--- config.mk ---
export PLATFORM = sky130hd
export DESIGN_NAME = gapf_ctrl
export DESIGN_NICKNAME = d
export VERILOG_FILES = /design/src/sv/gapf_pkg.sv /design/src/sv/gapf_ctrl.sv
export SDC_FILE = /design/constraint.sdc
export NUM_CORES = 1
export LEC_CHECK = 0
export BUFFER_PORTS_ARGS = -buffer_cell sky130_fd_sc_hd__buf_4
export CAP_MARGIN = 20
export CORE_AREA = 3 3 60 62
export DETAILED_ROUTE_END_ITERATION = 16
export DIE_AREA = 0 0 63 65
export HOLD_SLACK_MARGIN = 0.1
export PLACE_DENSITY = 0.78
export SKIP_LAST_GASP = 1
export SLEW_MARGIN = 20
export SYNTH_ARGS = -nofsm -noshare
export SYNTH_HDL_FRONTEND = slang
export SYNTH_SLANG_ARGS = --single-unit
--- constraint.sdc ---
create_clock -name clk -period 4 [get_ports clk]
set_input_delay 0.6 -clock clk [delete_from_list [all_inputs] [get_ports clk]]
set_output_delay 0.6 -clock clk [all_outputs]
set_load 0.02 [all_outputs]
--- src/sv/gapf_pkg.sv ---
// Shared types, constants and helpers of the grid path finder.
// No dependencies; every other file of the block imports this package.
package gapf_pkg;

  localparam logic OP_CELL = 1'b0;
  localparam logic OP_PATH = 1'b1;

  localparam logic [15:0] SCORE_CAP  = 16'd12800;
  localparam logic [15:0] W_STRAIGHT = 16'd256;
  localparam logic [15:0] W_DIAG     = 16'd362;
  localparam logic [2:0]  DIR_LAST   = 3'd7;
  localparam logic [2:0]  DIR_FIRST_DIAG = 3'd4;
  localparam logic [31:0] ROOT_BIT_TOP = 32'h4000_0000;
  localparam logic [4:0]  SIDE_RESET = 5'd10;

  typedef struct packed {
    logic       operation;
    logic [3:0] cell_x;
    logic [3:0] cell_y;
    logic       cell_blocked;
    logic       cell_occupied;
    logic [3:0] start_x;
    logic [3:0] start_y;
    logic [3:0] goal_x;
    logic [3:0] goal_y;
  } in_t;

  typedef struct packed {
    logic       found;
    logic [3:0] step_x;
    logic [3:0] step_y;
    logic [3:0] step_index;
    logic       last;
  } out_t;

  typedef struct packed {
    logic clear_step;
    logic cell_wr;
    logic load_req;
    logic goal_rd;
    logic init;
    logic min_init;
    logic min_scan;
    logic min_pick;
    logic cur_load;
    logic nb_init;
    logic nb_scan;
    logic nb_slot;
    logic nb_jread;
    logic nb_upd;
    logic tr_init;
    logic tr_step;
    logic tr_par;
    logic tr_pl;
    logic em_out;
    logic fail;
  } cmd_t;

  typedef struct packed {
    logic clear_last;
    logic goal_bad;
    logic scan_done;
    logic best_valid;
    logic at_goal;
    logic j_found;
    logic store_full;
    logic sqrt_done;
    logic dir_last;
    logic path_over;
    logic trace_end;
    logic em_last;
  } stat_t;

  // Neighbor order: four straight steps, then four diagonal steps.
  function automatic logic signed [1:0] dir_dx(input logic [2:0] d);
    logic signed [1:0] v;
    unique case (d)
      3'd0, 3'd6, 3'd7: v = 2'sd1;
      3'd1, 3'd2:       v = 2'sd0;
      default:          v = -2'sd1;
    endcase
    return v;
  endfunction

  function automatic logic signed [1:0] dir_dy(input logic [2:0] d);
    logic signed [1:0] v;
    unique case (d)
      3'd1, 3'd4, 3'd6: v = 2'sd1;
      3'd0, 3'd3:       v = 2'sd0;
      default:          v = -2'sd1;
    endcase
    return v;
  endfunction

  function automatic logic [15:0] sat16(input logic [16:0] v);
    return v[16] ? 16'hFFFF : v[15:0];
  endfunction

endpackage

--- src/sv/gapf_ctrl.sv ---
// Sequencer of the grid path finder: one-hot state machine issuing
// datapath commands. Uses gapf_pkg for the command and status types.
module gapf_ctrl (
  input  logic            clk,
  input  logic            rst,
  input  logic            start,
  input  logic            operation,
  input  gapf_pkg::stat_t st,
  output gapf_pkg::cmd_t  cmd,
  output logic            busy
);
  import gapf_pkg::*;

  typedef enum logic [21:0] {
    S_CLEAR    = 22'h000001,
    S_IDLE     = 22'h000002,
    S_GOAL_RD  = 22'h000004,
    S_GOAL_CHK = 22'h000008,
    S_INIT     = 22'h000010,
    S_MIN_INIT = 22'h000020,
    S_MIN_SCAN = 22'h000040,
    S_MIN_PICK = 22'h000080,
    S_CUR_LOAD = 22'h000100,
    S_NB_INIT  = 22'h000200,
    S_NB_SCAN  = 22'h000400,
    S_NB_SLOT  = 22'h000800,
    S_NB_JREAD = 22'h001000,
    S_NB_SQRT  = 22'h002000,
    S_NB_UPD   = 22'h004000,
    S_TR_INIT  = 22'h008000,
    S_TR_STEP  = 22'h010000,
    S_TR_PAR   = 22'h020000,
    S_TR_PL    = 22'h040000,
    S_EM_RD    = 22'h080000,
    S_EM_OUT   = 22'h100000,
    S_FAIL     = 22'h200000
  } state_t;

  state_t state, state_next;

  assign busy = (state != S_IDLE);

  always_ff @(posedge clk) begin
    if (rst) begin
      state <= S_CLEAR;
    end else begin
      state <= state_next;
    end
  end

  always_comb begin
    cmd        = '0;
    state_next = state;
    unique case (state)
      S_CLEAR: begin
        cmd.clear_step = 1'b1;
        if (st.clear_last) state_next = S_IDLE;
      end
      S_IDLE: begin
        if (start) begin
          if (operation == OP_PATH) begin
            cmd.load_req = 1'b1;
            state_next   = S_GOAL_RD;
          end else begin
            cmd.cell_wr = 1'b1;
          end
        end
      end
      S_GOAL_RD: begin
        cmd.goal_rd = 1'b1;
        state_next  = S_GOAL_CHK;
      end
      S_GOAL_CHK: state_next = st.goal_bad ? S_FAIL : S_INIT;
      S_INIT: begin
        cmd.init   = 1'b1;
        state_next = S_MIN_INIT;
      end
      S_MIN_INIT: begin
        cmd.min_init = 1'b1;
        state_next   = S_MIN_SCAN;
      end
      S_MIN_SCAN: begin
        cmd.min_scan = 1'b1;
        if (st.scan_done) state_next = S_MIN_PICK;
      end
      S_MIN_PICK: begin
        if (!st.best_valid) begin
          state_next = S_FAIL;
        end else begin
          cmd.min_pick = 1'b1;
          state_next   = S_CUR_LOAD;
        end
      end
      S_CUR_LOAD: begin
        cmd.cur_load = 1'b1;
        state_next   = st.at_goal ? S_TR_INIT : S_NB_INIT;
      end
      S_NB_INIT: begin
        cmd.nb_init = 1'b1;
        state_next  = S_NB_SCAN;
      end
      S_NB_SCAN: begin
        cmd.nb_scan = 1'b1;
        if (st.scan_done) state_next = S_NB_SLOT;
      end
      S_NB_SLOT: begin
        if (!st.j_found && st.store_full) begin
          state_next = S_FAIL;
        end else begin
          cmd.nb_slot = 1'b1;
          state_next  = S_NB_JREAD;
        end
      end
      S_NB_JREAD: begin
        cmd.nb_jread = 1'b1;
        state_next   = S_NB_SQRT;
      end
      S_NB_SQRT: begin
        if (st.sqrt_done) state_next = S_NB_UPD;
      end
      S_NB_UPD: begin
        cmd.nb_upd = 1'b1;
        state_next = st.dir_last ? S_MIN_INIT : S_NB_INIT;
      end
      S_TR_INIT: begin
        cmd.tr_init = 1'b1;
        state_next  = S_TR_STEP;
      end
      S_TR_STEP: begin
        if (st.path_over) begin
          state_next = S_FAIL;
        end else begin
          cmd.tr_step = 1'b1;
          state_next  = st.trace_end ? S_EM_RD : S_TR_PAR;
        end
      end
      S_TR_PAR: begin
        cmd.tr_par = 1'b1;
        state_next = S_TR_PL;
      end
      S_TR_PL: begin
        cmd.tr_pl  = 1'b1;
        state_next = S_TR_STEP;
      end
      S_EM_RD: state_next = S_EM_OUT;
      S_EM_OUT: begin
        cmd.em_out = 1'b1;
        state_next = st.em_last ? S_IDLE : S_EM_RD;
      end
      S_FAIL: begin
        cmd.fail   = 1'b1;
        state_next = S_IDLE;
      end
      default: state_next = S_IDLE;
    endcase
  end
endmodule

==> impl_metrics.env <==
export IMPL_ctsResizeCount=0
export IMPL_dr_pass1_iters=4
export IMPL_cts_htree_levels=1
export IMPL_ir_drop_uv=155
export IMPL_fillers=321
export IMPL_die_x_um=63
export IMPL_synth_top_area_share_pct=32.1
export IMPL_rsz0062_at_grt="no"
export IMPL_initial_utilization_pct=44.6
export IMPL_drtIter0Drc=73
export IMPL_pwr_density_cell_nw_per_um2=242
export IMPL_totalNegativeSetupSlack_ns=0
export IMPL_min_from="st[1]"
export IMPL_layout_nets=220
export IMPL_num_antenna_cells=0
export IMPL_reg2reg_depth=6
export IMPL_drc=0
export IMPL_core_area_um2=3080
export IMPL_cp_arrival_ns=2.70
export IMPL_largest_reg_flops=22
export IMPL_vias=1397
export IMPL_cap_violations=0
export IMPL_top_regs="state x22"
export IMPL_dp_cells=243
export IMPL_startpoint_type="register"
export IMPL_insertion_delay_ns=0.30
export IMPL_timing_hold_ws_ns=0.447
export IMPL_reg2reg_slack_ns=1.19
export IMPL_area_growth_pct=22.6
export IMPL_path_clk_slew_ns=0.12
export IMPL_hold_viol=0
export IMPL_totalWireLength_um=3570
export IMPL_gp_congestion=0.931
export IMPL_finalNonFillerCells=246
export IMPL_ys_ff_latch=22
export IMPL_run_status="completed"
export IMPL_fmax_mhz=303
export IMPL_cp_end_kind="output port"
export IMPL_synth_edff_count=0
export IMPL_cts_root_buf="clkbuf_4"
export IMPL_cts_setup_buffers=0
export IMPL_io_pins=37
export IMPL_die_area_um2=4100
export IMPL_port_buffers=36
export IMPL_final_min_clock_period_ns=3.30
export IMPL_cp_max_fo=13
export IMPL_ys_flop_type="dfxtp_1"
export IMPL_die_h_um=65
export IMPL_grt_remaining_overflow=0
export IMPL_yosysTopAreaCell="dfxtp_1"
export IMPL_dp_slack_ns=1.07
export IMPL_antenna_found_initial=0
export IMPL_maxSlewHeadroom_pct=56.6
export IMPL_p_leak_nw=0.702
export IMPL_cts_hold_repair_buffers=0
export IMPL_grt_pass1_vias=1238
export IMPL_synthArstFlopShare_pct=0
export IMPL_ant_nets=0
export IMPL_synth_area_leaders="dfxtp_1 (32%), nor2_1 (6.3%), nor3_1 (4.7%), nor4_4 (4.7%), nor4_1 (4.6%)"
export IMPL_worst_slack_ns=0.702
export IMPL_syn_avg_cell_area_um2=8.21
export IMPL_cts_buffer_depth=2
export IMPL_synth_fp_nets=183
export IMPL_synth_cell_types=46
export IMPL_synthesis_area_um2=1370
export IMPL_drv_slew=0
export IMPL_max_stage_delay_ns=0.57
export IMPL_grt_use_total_pct=17.6
export IMPL_top_register="state"
export IMPL_slowest_stage="or3_1"
export IMPL_yosysMostFrequentCell="nor2_1"
export IMPL_worstReg2RegEnd="state[20]"
export IMPL_yosysSeqAreaShare_pct=32.1
export IMPL_wl_per_cell_um=14.5
export IMPL_whs_endpoint="state[17]"
export IMPL_clock_sinks=22
export IMPL_timing_rr_start="state[20]"
export IMPL_cts_tree="built"
export IMPL_critical_path_class="reg -> out"
export IMPL_synth_common_cells="nor2_1 (23), dfxtp_1 (22), nand2_1 (14), nor3_1 (13), nor4_1 (10)"
export IMPL_fin_skew_ns=0.00186
export IMPL_tightest_slew_ns=0.646
export IMPL_min_path_type="in -> reg"
export IMPL_grt_pass1_wl_um=5770
export IMPL_grt_max_degree=16
export IMPL_rows=20
export IMPL_drive_above_1_share_pct=26.2
export IMPL_vias_per_cell=5.68
export IMPL_detailed_place_hpwl_um=2770
export IMPL_period_share_pct=82.5
export IMPL_synthCells=167
export IMPL_cp_required_ns=3.40
export IMPL_yosys_warnings=0
export IMPL_cpLargestDelayFamily="simple AND/OR/NAND/NOR gates"
export IMPL_whs_path_depth=2
export IMPL_cts_buffers=3
export IMPL_setup_viol=0
export IMPL_timing_critical_path_buf_inv=1
export IMPL_crit_chain="nor4_4 -> nand4_1 -> or3_1 -> nor4b_2 -> buf_4"
-- per-layer routing --
metal	wire, um	vias to the layer above	track usage, %
met5	0	-	0
met4	27	0	5.79
met3	233	2	2.77
met2	1630	53	27.5
met1	1680	644	24.6
li1	-	698	-
-- worst register-to-register path: stages (launching register included) --
cell      delay [ns]
dfxtp_1         0.38
nor4_4          0.43
nand4_1         0.51
o22a_1          0.35
o221ai_2        0.35
or2_1           0.54
nor4b_1         0.12
-- final cells by class --
type	instances	area, um^2	area share (%)
multi-input cells	134	867	51.6
flip-flops and latches	22	440	26.2
repair buffers	36	270	16.1
well taps	44	55.1	3.27
inverters	7	26.3	1.56
clock buffers	3	22.5	1.34
-- through the flow --
step	cell area [um^2]	util [%]	power [mW]
2_1_floorplan	1370	-	0.285
3_3_place_gp	1660	53.9	0.308
3_5_place_dp	1660	53.9	0.309
4_1_cts	1680	54.6	0.408
5_1_grt	1680	54.6	0.427
6_report	1680	54.6	0.406
-- cell families (layout without fill, tap and decap cells) --
logic type / Yosys count / count (layout) / share of synthesized area (%)
AO/OA/AOI/OAI: 21 / 21 / 10.7
AND/OR/NAND/NOR: 108 / 108 / 49.4
XOR/XNOR: 5 / 5 / 3.19
buffers and inverters: 11 / 46 / 4.65
flip-flops: 22 / 22 / 32.1
-- power breakdown --
| group | internal [mW] | switching [mW] |
|---|---|---|
| Clock | 0.0352 | 0.0666 |
| Combinational | 0.0319 | 0.0461 |
| Sequential | 0.222 | 0.00461 |
| Total | 0.289 | 0.117 |
-- cell usage in the layout, fill, tap and decap left out, types with 3 or more instances in the layout --
cell type | Yosys | layout
nand3b_1 | 5 | 5
clkbuf_4 | 0 | 3
a21oi_1 | 6 | 6
nand4_1 | 7 | 7
nor3b_1 | 5 | 5
nor4_1 | 10 | 10
dfxtp_1 | 22 | 22
nand2_1 | 14 | 14
buf_4 | 1 | 36
nor4b_1 | 3 | 3
nor3_1 | 13 | 13
nor2_1 | 23 | 23
o21ai_0 | 4 | 4
nor2b_1 | 3 | 3
xor2_1 | 4 | 4
nor4_4 | 3 | 3
inv_1 | 7 | 7
-- worst max-delay path by stage --
stage              end  cells past startpoint      start  slack [ns]
2_1_floorplan  cmd[16]                      4  state[20]        1.50
3_3_place_gp    cmd[4]                      5  state[20]        1.14
3_5_place_dp    cmd[4]                      5  state[20]        1.07
4_1_cts         cmd[4]                      5  state[20]        0.71
5_1_grt         cmd[4]                      5  state[20]        0.48
6_report        cmd[4]                      5  state[20]        0.70
(Power assumes the default switching activity.)
